File: src/rtl/lfu_pkg.sv
// Shared constants and types of the LFU cache with least-recently-used tie break.
`timescale 1ns / 1ps
`default_nettype none
package lfu_pkg;

	localparam int ENTRIES_DEF     = 16;
	localparam int KEY_WIDTH_DEF   = 32;
	localparam int VALUE_WIDTH_DEF = 32;

	localparam int               CAP_W     = 5;
	localparam logic [CAP_W-1:0] CAP_RESET = 5'd16;

	localparam int                 COUNT_W   = 16;
	localparam logic [COUNT_W-1:0] COUNT_MAX = '1;
	localparam int                 STAMP_W   = 40;

	typedef enum logic [0:0] {
		OP_GET = 1'b0,
		OP_PUT = 1'b1
	} op_t;

	typedef enum logic [2:0] {
		ST_IDLE,
		ST_SCAN,
		ST_DRAIN,
		ST_WRITE,
		ST_RESP
	} state_t;

endpackage
`default_nettype wire

File: src/rtl/lfu_if.sv
// Valid/ready channel interfaces for cache requests and cache responses.
`timescale 1ns / 1ps
`default_nettype none
interface lfu_req_if #(
	parameter int KEY_WIDTH   = lfu_pkg::KEY_WIDTH_DEF,
	parameter int VALUE_WIDTH = lfu_pkg::VALUE_WIDTH_DEF
);
	logic                          valid;
	logic                          ready;
	logic                          operation;
	logic        [KEY_WIDTH-1:0]   lookup_key;
	logic signed [VALUE_WIDTH-1:0] write_value;

	modport source (output valid, operation, lookup_key, write_value, input ready);
	modport sink (input valid, operation, lookup_key, write_value, output ready);
endinterface

interface lfu_rsp_if #(
	parameter int KEY_WIDTH   = lfu_pkg::KEY_WIDTH_DEF,
	parameter int VALUE_WIDTH = lfu_pkg::VALUE_WIDTH_DEF
);
	logic                          valid;
	logic                          ready;
	logic                          hit;
	logic signed [VALUE_WIDTH-1:0] read_value;
	logic                          evicted;
	logic        [KEY_WIDTH-1:0]   evicted_key;

	modport source (output valid, hit, read_value, evicted, evicted_key, input ready);
	modport sink (input valid, hit, read_value, evicted, evicted_key, output ready);
endinterface
`default_nettype wire

File: src/rtl/lfu_ram.sv
// Generic simple dual-port RAM with one write port and one registered read port.
`timescale 1ns / 1ps
`default_nettype none
module lfu_ram #(
	parameter  int WIDTH = 8,
	parameter  int DEPTH = 16,
	localparam int AW    = (DEPTH > 1) ? $clog2(DEPTH) : 1
) (
	input  wire logic             clk,
	input  wire logic             we,
	input  wire logic [AW-1:0]    waddr,
	input  wire logic [WIDTH-1:0] wdata,
	input  wire logic [AW-1:0]    raddr,
	output logic      [WIDTH-1:0] rdata
);

	logic [WIDTH-1:0] mem [DEPTH];
	logic [WIDTH-1:0] rdata_q;

	always_ff @(posedge clk) begin
		if (we) begin
			mem[waddr] <= wdata;
		end
		rdata_q <= mem[raddr];
	end

	assign rdata = rdata_q;

endmodule
`default_nettype wire

File: src/rtl/lfu_cache_replacement_top.sv
// Top level of the LFU key-value cache with least-recently-used tie break.
//
//   Channel    Direction  Handshake        Beat contents
//   req        in         valid / ready    operation, lookup_key, write_value
//   rsp        out        valid / ready    hit, read_value, evicted, evicted_key
//   cfg        in         cfg_we           cfg_wdata (capacity_in_use)
//
// A request is accepted only in the idle state, so one is finished before the next is taken.
// Each scans the entry memory, one slot read per cycle, then passes the drain, write and response states.
// Reset clears the valid bits, occupancy and access clock at once; no clearing pass.
// A waiting response stalls the block only when the next response is ready to load.
`timescale 1ns / 1ps
`default_nettype none
module lfu_cache_replacement_top #(
	parameter int ENTRIES     = lfu_pkg::ENTRIES_DEF,
	parameter int KEY_WIDTH   = lfu_pkg::KEY_WIDTH_DEF,
	parameter int VALUE_WIDTH = lfu_pkg::VALUE_WIDTH_DEF
) (
	input  wire logic                      clk,
	input  wire logic                      arst_n,
	input  wire logic                      cfg_we,
	input  wire logic [lfu_pkg::CAP_W-1:0] cfg_wdata,
	lfu_req_if.sink                        req,
	lfu_rsp_if.source                      rsp
);

	import lfu_pkg::*;

	localparam int IDX_W = (ENTRIES > 1) ? $clog2(ENTRIES) : 1;
	localparam int OCC_W = $clog2(ENTRIES + 1);
	localparam int CMP_W = (OCC_W > CAP_W) ? OCC_W : CAP_W;
	localparam logic [IDX_W-1:0] LAST_IDX = IDX_W'(ENTRIES - 1);

	typedef struct packed {
		logic [KEY_WIDTH-1:0]   key;
		logic [VALUE_WIDTH-1:0] value;
		logic [COUNT_W-1:0]     count;
		logic [STAMP_W-1:0]     stamp;
	} entry_t;

	localparam int ENTRY_W = $bits(entry_t);

	state_t state_q, state_d;

	logic [CAP_W-1:0]       cap_q;
	logic [STAMP_W-1:0]     clock_q;
	logic [OCC_W-1:0]       occ_q;
	logic [ENTRIES-1:0]     slot_valid_q;
	logic [IDX_W-1:0]       scan_cnt_q;
	logic                   rd_valid_s1;
	logic [IDX_W-1:0]       rd_idx_s1;

	op_t                    op_q;
	logic [KEY_WIDTH-1:0]   key_q;
	logic [VALUE_WIDTH-1:0] wval_q;

	logic                   match_found_q;
	logic [IDX_W-1:0]       match_idx_q;
	logic [VALUE_WIDTH-1:0] match_value_q;
	logic [COUNT_W-1:0]     match_count_q;
	logic                   vict_found_q;
	logic [IDX_W-1:0]       vict_idx_q;
	logic [COUNT_W-1:0]     vict_count_q;
	logic [STAMP_W-1:0]     vict_stamp_q;
	logic [KEY_WIDTH-1:0]   vict_key_q;
	logic                   free_found_q;
	logic [IDX_W-1:0]       free_idx_q;

	logic                   res_hit_q;
	logic [VALUE_WIDTH-1:0] res_rd_q;
	logic                   res_ev_q;
	logic [KEY_WIDTH-1:0]   res_evk_q;

	logic                   out_valid_q;
	logic                   out_hit_q;
	logic [VALUE_WIDTH-1:0] out_rd_q;
	logic                   out_ev_q;
	logic [KEY_WIDTH-1:0]   out_evk_q;

	logic                   accept;
	logic                   out_free;
	logic                   out_load;
	logic                   scan_issue;
	logic                   write_phase;

	logic [ENTRY_W-1:0]     ram_rdata;
	entry_t                 rd_entry;
	entry_t                 wr_entry;
	logic                   ram_we;
	logic [IDX_W-1:0]       ram_waddr;

	logic [CMP_W-1:0]       cap_ext;
	logic [CMP_W-1:0]       cap_eff;
	logic                   cap_zero;
	logic                   need_evict;
	logic                   do_update;
	logic                   do_insert;
	logic                   do_evict;
	logic [IDX_W-1:0]       ins_idx;
	logic [COUNT_W-1:0]     count_inc;
	logic                   rd_slot_valid;
	logic                   better_victim;

	lfu_ram #(
		.WIDTH (ENTRY_W),
		.DEPTH (ENTRIES)
	) u_entry_ram (
		.clk   (clk),
		.we    (ram_we),
		.waddr (ram_waddr),
		.wdata (wr_entry),
		.raddr (scan_cnt_q),
		.rdata (ram_rdata)
	);

	assign rd_entry      = entry_t'(ram_rdata);
	assign rd_slot_valid = slot_valid_q[rd_idx_s1];
	assign better_victim = !vict_found_q || (rd_entry.count < vict_count_q) ||
		((rd_entry.count == vict_count_q) && (rd_entry.stamp < vict_stamp_q));

	assign cap_ext    = CMP_W'(cap_q);
	assign cap_eff    = (cap_ext > CMP_W'(ENTRIES)) ? CMP_W'(ENTRIES) : cap_ext;
	assign cap_zero   = (cap_eff == '0);
	assign need_evict = (CMP_W'(occ_q) >= cap_eff);
	assign count_inc  = (match_count_q == COUNT_MAX) ? COUNT_MAX :
		match_count_q + COUNT_W'(1);

	always_comb begin
		state_d = state_q;
		case (state_q)
			ST_IDLE: begin
				if (req.valid) begin
					state_d = ST_SCAN;
				end
			end
			ST_SCAN: begin
				if (scan_cnt_q == LAST_IDX) begin
					state_d = ST_DRAIN;
				end
			end
			ST_DRAIN: begin
				state_d = ST_WRITE;
			end
			ST_WRITE: begin
				state_d = ST_RESP;
			end
			ST_RESP: begin
				if (out_free) begin
					state_d = ST_IDLE;
				end
			end
			default: begin
				state_d = ST_IDLE;
			end
		endcase
	end

	always_comb begin
		req.ready   = (state_q == ST_IDLE);
		scan_issue  = (state_q == ST_SCAN);
		write_phase = (state_q == ST_WRITE);
		out_free    = !out_valid_q || rsp.ready;
		out_load    = (state_q == ST_RESP) && out_free;
	end

	assign accept = req.valid && req.ready;

	always_comb begin
		do_update = 1'b0;
		do_insert = 1'b0;
		do_evict  = 1'b0;
		ins_idx   = free_idx_q;
		if (op_q == OP_GET) begin
			do_update = match_found_q;
		end else if (!cap_zero) begin
			if (match_found_q) begin
				do_update = 1'b1;
			end else begin
				do_evict = need_evict && vict_found_q;
				if (do_evict && (!free_found_q || (vict_idx_q < free_idx_q))) begin
					ins_idx = vict_idx_q;
				end
				do_insert = do_evict || free_found_q;
			end
		end
	end

	always_comb begin
		ram_we         = write_phase && (do_update || do_insert);
		ram_waddr      = do_update ? match_idx_q : ins_idx;
		wr_entry.key   = key_q;
		wr_entry.value = (op_q == OP_PUT) ? wval_q : match_value_q;
		wr_entry.count = do_update ? count_inc : COUNT_W'(1);
		wr_entry.stamp = clock_q;
	end

	always_ff @(posedge clk or negedge arst_n) begin
		if (!arst_n) begin
			state_q       <= ST_IDLE;
			cap_q         <= CAP_RESET;
			clock_q       <= '0;
			occ_q         <= '0;
			slot_valid_q  <= '0;
			scan_cnt_q    <= '0;
			rd_valid_s1   <= 1'b0;
			match_found_q <= 1'b0;
			vict_found_q  <= 1'b0;
			free_found_q  <= 1'b0;
			out_valid_q   <= 1'b0;
		end else begin
			state_q     <= state_d;
			rd_valid_s1 <= scan_issue;
			if (cfg_we) begin
				cap_q <= cfg_wdata;
			end
			if (accept) begin
				clock_q       <= clock_q + STAMP_W'(1);
				scan_cnt_q    <= '0;
				match_found_q <= 1'b0;
				vict_found_q  <= 1'b0;
				free_found_q  <= 1'b0;
			end else if (scan_issue) begin
				scan_cnt_q <= scan_cnt_q + IDX_W'(1);
			end
			if (rd_valid_s1) begin
				if (rd_slot_valid && (rd_entry.key == key_q)) begin
					match_found_q <= 1'b1;
				end
				if (rd_slot_valid && better_victim) begin
					vict_found_q <= 1'b1;
				end
				if (!rd_slot_valid) begin
					free_found_q <= 1'b1;
				end
			end
			if (write_phase) begin
				if (do_evict && (vict_idx_q != ins_idx)) begin
					slot_valid_q[vict_idx_q] <= 1'b0;
				end
				if (do_insert) begin
					slot_valid_q[ins_idx] <= 1'b1;
				end
				if (do_insert && !do_evict) begin
					occ_q <= occ_q + OCC_W'(1);
				end
			end
			if (out_load) begin
				out_valid_q <= 1'b1;
			end else if (rsp.ready) begin
				out_valid_q <= 1'b0;
			end
		end
	end

	always_ff @(posedge clk) begin
		if (accept) begin
			op_q   <= op_t'(req.operation);
			key_q  <= req.lookup_key;
			wval_q <= req.write_value;
		end
		if (rd_valid_s1) begin
			if (rd_slot_valid && (rd_entry.key == key_q) && !match_found_q) begin
				match_idx_q   <= rd_idx_s1;
				match_value_q <= rd_entry.value;
				match_count_q <= rd_entry.count;
			end
			if (rd_slot_valid && better_victim) begin
				vict_idx_q   <= rd_idx_s1;
				vict_count_q <= rd_entry.count;
				vict_stamp_q <= rd_entry.stamp;
				vict_key_q   <= rd_entry.key;
			end
			if (!rd_slot_valid && !free_found_q) begin
				free_idx_q <= rd_idx_s1;
			end
		end
		rd_idx_s1 <= scan_cnt_q;
		if (write_phase) begin
			res_hit_q <= match_found_q && ((op_q == OP_GET) || !cap_zero);
			res_rd_q  <= (match_found_q && (op_q == OP_GET)) ? match_value_q : '0;
			res_ev_q  <= do_evict;
			res_evk_q <= do_evict ? vict_key_q : '0;
		end
		if (out_load) begin
			out_hit_q <= res_hit_q;
			out_rd_q  <= res_rd_q;
			out_ev_q  <= res_ev_q;
			out_evk_q <= res_evk_q;
		end
	end

	assign rsp.valid       = out_valid_q;
	assign rsp.hit         = out_hit_q;
	assign rsp.read_value  = out_rd_q;
	assign rsp.evicted     = out_ev_q;
	assign rsp.evicted_key = out_evk_q;

	a_occ_matches_valid: assert property (@(posedge clk) disable iff (!arst_n)
		$countones(slot_valid_q) == int'(occ_q))
		else $error("Occupancy count disagrees with the valid bits.");

	a_occ_bounded: assert property (@(posedge clk) disable iff (!arst_n)
		int'(occ_q) <= ENTRIES)
		else $error("Occupancy exceeds the number of slots.");

	a_accept_starts_scan: assert property (@(posedge clk) disable iff (!arst_n)
		accept |=> (state_q == ST_SCAN) && (scan_cnt_q == '0))
		else $error("An accepted beat did not start a scan at slot zero.");

	a_get_never_evicts: assert property (@(posedge clk) disable iff (!arst_n)
		(write_phase && (op_q == OP_GET)) |=> !res_ev_q && !$changed(slot_valid_q))
		else $error("A get changed the valid bits or reported an eviction.");

	a_evict_not_hit: assert property (@(posedge clk) disable iff (!arst_n)
		out_load |=> !(rsp.hit && rsp.evicted))
		else $error("A response reports both a hit and an eviction.");

endmodule
`default_nettype wire
File: src/flat_wrapper.sv
// flat-port wrapper written by rule: the top's interface ports become plain ports
module lfu_cache_replacement_top_flat import lfu_pkg::*;
#(
	parameter int ENTRIES     = lfu_pkg::ENTRIES_DEF,
	parameter int KEY_WIDTH   = lfu_pkg::KEY_WIDTH_DEF,
	parameter int VALUE_WIDTH = lfu_pkg::VALUE_WIDTH_DEF
)
  (clk, arst_n, cfg_we, cfg_wdata, req_valid, req_operation, req_lookup_key, req_write_value, req_ready, rsp_valid, rsp_hit, rsp_read_value, rsp_evicted, rsp_evicted_key, rsp_ready);
  lfu_req_if #(.KEY_WIDTH(KEY_WIDTH), .VALUE_WIDTH(VALUE_WIDTH)) req_i ();
  lfu_rsp_if #(.KEY_WIDTH(KEY_WIDTH), .VALUE_WIDTH(VALUE_WIDTH)) rsp_i ();
  input  wire logic clk;
  input  wire logic arst_n;
  input  wire logic cfg_we;
  input  wire logic [lfu_pkg::CAP_W-1:0] cfg_wdata;
  input wire logic [$bits(req_i.valid)-1:0] req_valid;
  input wire logic [$bits(req_i.operation)-1:0] req_operation;
  input wire logic [$bits(req_i.lookup_key)-1:0] req_lookup_key;
  input wire logic [$bits(req_i.write_value)-1:0] req_write_value;
  output wire logic [$bits(req_i.ready)-1:0] req_ready;
  output wire logic [$bits(rsp_i.valid)-1:0] rsp_valid;
  output wire logic [$bits(rsp_i.hit)-1:0] rsp_hit;
  output wire logic [$bits(rsp_i.read_value)-1:0] rsp_read_value;
  output wire logic [$bits(rsp_i.evicted)-1:0] rsp_evicted;
  output wire logic [$bits(rsp_i.evicted_key)-1:0] rsp_evicted_key;
  input wire logic [$bits(rsp_i.ready)-1:0] rsp_ready;
  assign req_i.valid = req_valid;
  assign req_i.operation = req_operation;
  assign req_i.lookup_key = req_lookup_key;
  assign req_i.write_value = req_write_value;
  assign req_ready = req_i.ready;
  assign rsp_valid = rsp_i.valid;
  assign rsp_hit = rsp_i.hit;
  assign rsp_read_value = rsp_i.read_value;
  assign rsp_evicted = rsp_i.evicted;
  assign rsp_evicted_key = rsp_i.evicted_key;
  assign rsp_i.ready = rsp_ready;
  lfu_cache_replacement_top #(.ENTRIES(ENTRIES), .KEY_WIDTH(KEY_WIDTH), .VALUE_WIDTH(VALUE_WIDTH)) u_core (.clk(clk), .arst_n(arst_n), .cfg_we(cfg_we), .cfg_wdata(cfg_wdata), .req(req_i), .rsp(rsp_i));
endmodule
File: config.mk
export PLATFORM = sky130hd
export DESIGN_NAME = lfu_cache_replacement_top_flat
export DESIGN_NICKNAME = d
export VERILOG_FILES = /design/src/rtl/lfu_pkg.sv /design/src/rtl/lfu_if.sv /design/src/rtl/lfu_ram.sv /design/src/rtl/lfu_cache_replacement_top.sv /design/src/flat_wrapper.sv
export SDC_FILE = /design/constraint.sdc
export NUM_CORES = 2
export LEC_CHECK = 0
export BUFFER_PORTS_ARGS = -buffer_cell sky130_fd_sc_hd__buf_2
export CAP_MARGIN = 30
export CORE_UTILIZATION = 32
export CTS_CLUSTER_DIAMETER = 30
export DETAILED_ROUTE_END_ITERATION = 10
export RECOVER_POWER = 50
export SYNTH_ARGS = -nofsm -noshare
export SYNTH_HDL_FRONTEND = slang
export SYNTH_HIERARCHICAL = 1
export SYNTH_SLANG_ARGS = --single-unit
File: constraint.sdc
create_clock -name clk -period 16.9 [get_ports clk]
set_input_delay 1.69 -clock clk [delete_from_list [all_inputs] [get_ports clk]]
set_output_delay 1.69 -clock clk [all_outputs]
set_load 0.02 [all_outputs]
==> impl_metrics.tcl <==
set metrics [dict create \
    sequential_to_total_area_share_from_yosys_stat_pct 79.1 \
    finalWirelength_mm 208 \
    finalSetupViolCount 0 \
    ys.warnings.count 6 \
    slew-limit-headroom_pct -121 \
    yosys-top-cells-count "sky130_fd_sc_hd__edfxtp_1, sky130_fd_sc_hd__mux4_2, sky130_fd_sc_hd__a22oi_1, sky130_fd_sc_hd__nand2_1, sky130_fd_sc_hd__dfxtp_1" \
    synth_most_common_cell "sky130_fd_sc_hd__edfxtp_1" \
    crit_buf_inv 5 \
    number_of_global_route_vias_before_repair 46300 \
    power.switching_fraction_pct 25.7 \
    drt-vias-per-instance 4.94 \
    clock_insertion_delay_worst_skew_ns 0.87 \
    setup.worst_path.start_class "flop" \
    core_util_final_pct 39.2 \
    clkPwrFrac_pct 45.5 \
    rr_worst_depth 11 \
    synth_top_cells_by_area "sky130_fd_sc_hd__edfxtp_1, sky130_fd_sc_hd__mux4_2, sky130_fd_sc_hd__dfxtp_1" \
    number_of_flops_mapped_to_enable_cells_by_yosys 2265 \
    cp_slowest_stage_delay_ns 1.32 \
    worst_endpoint_required_time_ns 17.36 \
    port-buffer-count 142 \
    post-place-cells 8062 \
    achievable-frequency_mhz 137 \
    post-synth-top-area-fraction_pct 74.2 \
    ys_seq_elements 2467 \
    die_area_sq_mm 0.289 \
    routability_driven_placement_congestion_ratio 0.778 \
    cpMaxStageDelayCell "sky130_fd_sc_hd__clkbuf_1" \
    sequentialPowerShare_pct 39.0 \
    detailedRoute.firstIterationViolations 3479 \
    vdd.ir_drop.worst_uv 152 \
    core_area_sq_mm 0.285 \
    layout-drive-gt1-share_pct 28.1 \
    period_minus_slack_ns 7.30 \
    route.vias.total 43600 \
    synthArstFlopShare_pct 3.16 \
    hold_violation_total_from_the_final_report 0 \
    hold_path.class "flop to flop" \
    final_cell_count_no_fill 8829 \
    wire_length_per_cell_um 23.5 \
    net-switching-power_mw 4.83 \
    timing.critical_path.cells "clkbuf_1 -> clkbuf_1 -> nand2_1 -> nand2_1 -> clkbuf_1 -> nor2_1 -> a21oi_1 -> nand2_1 -> nor2_4 -> buf_4 -> buf_4" \
    power.density_cell_area_mw_per_mm2 168 \
    die-width_um 537 \
    first_pass_grt_wire_length_mm 307 \
    timing.critical_path.arrival_ns 7.76 \
    grt_setup_unrepaired "false" \
    path_clk_slew_ns 0.05 \
    cts_sinks 2467 \
    critical_path_s_top_delay_family "buffers and inverters" \
    antenna_left 0 \
    internal-power_mw 14.0 \
    post_dp_hpwl_mm 106 \
    yosys.cell_types.count 59 \
    p_total_mw 18.8 \
    timing_worst_slew_pin_value_ns 3.32 \
    postCtsSetupRepairBufs 0 \
    remaining_drc_errors 0 \
    pin_count_of_the_biggest_net_entering_global_routing 121 \
    timing.final.max_slew_violations 442 \
    ioPinCount 143 \
    syn2layout_area_growth_pct 22.0 \
    number_of_antenna_violations_at_the_first_check_in_global_routing 12 \
    tritoncts.num_buffers 404 \
    result_of_the_run "finished with violations" \
    critical_path.endpoint_type "flop" \
    clockRootBuffer "sky130_fd_sc_hd__clkbuf_16" \
    overall_track_demand_over_capacity_in_global_routing_pct 14.3 \
    synthesis.area_per_instance_sq_um 21.5 \
    cts_hold_repair.buffers 0 \
    start_util_pct 32.2 \
    worst_r2r_endpoint "u_core/u_entry_ram/mem[15][82]$_DFFE_PP_" \
    detail_route.first_pass.iterations 6 \
    cp_num_cells 11 \
    r2r_slack_ns 9.60 \
    worst-path-max-fanout 34 \
    floorplan.rows 196 \
    fin_setup_tns_ns 0 \
    post_synth_design_cell_area_sq_mm 0.0916 \
    failed_checks "capacitance limit, slew limit" \
    clock_path_buffers 4 \
    design.final.nets 4859 \
    syn_inst 4254 \
    grt.overflow.total 0 \
    htree_num_levels 5 \
    postSynthNetCount 4396 \
    setup.worst_path.end "u_core/u_entry_ram/mem[15][82]$_DFFE_PP_" \
    die_height_um 537 \
    resized_gates_after_cts 0 \
    classification_of_the_worst_setup_path "flop to flop" \
    timing.rr.start "u_core/op_q$_DFFE_PP_" \
    power_frac_comb_pct 15.5 \
    cap_violations 14 \
    yosysTopAreaCell "sky130_fd_sc_hd__edfxtp_1" \
    cts_tree "done" \
    timing.critical_path.from "u_core/op_q$_DFFE_PP_" \
    timing.final.crit_share_pct 43.2 \
    yosys_most_used_dff "sky130_fd_sc_hd__edfxtp_1" \
    clock-skew-final_ns 0.0538 \
    post-route-cell-area_sq_mm 0.112 \
    static-leakage-power_nw 35.9 \
    detailed_place.area_sq_mm 0.0974 \
]
[per-stage QoR]
stage | hold WS, ns | setup slack (ns)
3_3_place_gp | 0.387 | 10.85
3_5_place_dp | 0.389 | 11.43
4_1_cts | 0.398 | 11.43
6_report | 0.396 | 9.60
2_1_floorplan | 0.386 | 5.11
5_1_grt | 0.400 | 9.26
[worst min-delay path by stage]
stage	from	cells after the start	endpoint
floorplan	u_core/u_entry_ram/rdata[56]$_DFF_P_	0	u_core/match_value_q[0]$_DFFE_PP_
global placement	u_core/u_entry_ram/rdata[63]$_DFF_P_	0	u_core/match_value_q[7]$_DFFE_PP_
detailed placement	u_core/u_entry_ram/rdata[81]$_DFF_P_	0	u_core/match_value_q[25]$_DFFE_PP_
CTS	u_core/u_entry_ram/rdata[66]$_DFF_P_	0	u_core/match_value_q[10]$_DFFE_PP_
global route	u_core/u_entry_ram/rdata[82]$_DFF_P_	0	u_core/match_value_q[26]$_DFFE_PP_
finish	u_core/res_rd_q[11]$_SDFFCE_PN0P_	0	u_core/rsp.read_value[11]$_DFFE_PP_
[power by group through the flow]
stage | clock (mW) | sequential (mW) | combinational [mW]
after floorplan | 0 | 7.30 | 2.16
after global routing | 8.97 | 7.35 | 3.16
after CTS | 8.70 | 7.33 | 2.95
after global placement | 0 | 7.43 | 2.91
after detailed placement | 0 | 7.44 | 2.94
final | 8.55 | 7.32 | 2.91
[state kept, by name, indices dropped and copies added, names as in the netlist, 4 cells and up]
register                  count
u_core/res_evk_q             32
u_core/rsp.evicted_key       32
u_core/vict_count_q          16
u_core/res_rd_q              32
u_core/cap_ext                5
u_core/key_q                 32
u_core/clock_q               40
u_core/rsp.read_value        32
u_core/match_count_q         16
u_core/vict_key_q            32
u_core/match_idx_q            4
u_core/u_entry_ram/mem     1920
u_core/vict_idx_q             4
u_core/scan_cnt_q             4
u_core/occ_q                  5
u_core/match_value_q         32
u_core/u_entry_ram/rdata    120
u_core/free_idx_q             4
u_core/vict_stamp_q          40
u_core/rd_idx_s1              4
u_core/slot_valid_q          16
u_core/wval_q                32
[routing by layer]
metal,global-route usage [%],vias to the layer above,share of wire [%]
met5,0,-,0.015
met1,19.2,23300,43
li1,-,18600,-
met4,4.50,4,2.5
met3,2.71,347,6.1
met2,23.5,1348,49
[layout make-up]
| type | count | area, sq um |
|---|---|---|
| fillers | 25100 | 173000 |
| flip-flops and latches | 2467 | 72500 |
| multi-input cells | 1527 | 18200 |
| clock buffers | 469 | 10600 |
| well taps | 3762 | 4710 |
| clock inverters | 284 | 3800 |
| repair buffers | 246 | 1760 |
| inverters | 71 | 269 |
| diodes | 3 | 7.51 |
[logic make-up after synthesis]
logic type	Yosys count	share of synthesized area, %
AOI/OAI and AO/OA	341	2.67
xor gates and xnor gates	93	0.889
adders and majority gates	67	0.915
buffers and inverters	260	1.24
DFF	2467	79.1
muxes	545	12.6
and+or+nand+nor	481	2.61
[cell usage in the layout, fill, tap and decap left out, types with 67 or more instances in the layout]
| master | synthesis | layout |
|---|---|---|
| sky130_fd_sc_hd__a22oi_1 | 241 | 241 |
| sky130_fd_sc_hd__buf_2 | 35 | 123 |
| sky130_fd_sc_hd__bufinv_16 | 0 | 67 |
| sky130_fd_sc_hd__clkbuf_1 | 110 | 78 |
| sky130_fd_sc_hd__clkbuf_16 | 0 | 406 |
| sky130_fd_sc_hd__dfrtp_1 | 77 | 77 |
| sky130_fd_sc_hd__dfxtp_1 | 124 | 124 |
| sky130_fd_sc_hd__edfxtp_1 | 2265 | 2265 |
| sky130_fd_sc_hd__ha_1 | 67 | 67 |
| sky130_fd_sc_hd__inv_1 | 70 | 69 |
| sky130_fd_sc_hd__mux4_2 | 485 | 485 |
| sky130_fd_sc_hd__nand2_1 | 190 | 190 |
(Power assumes the default switching activity.)
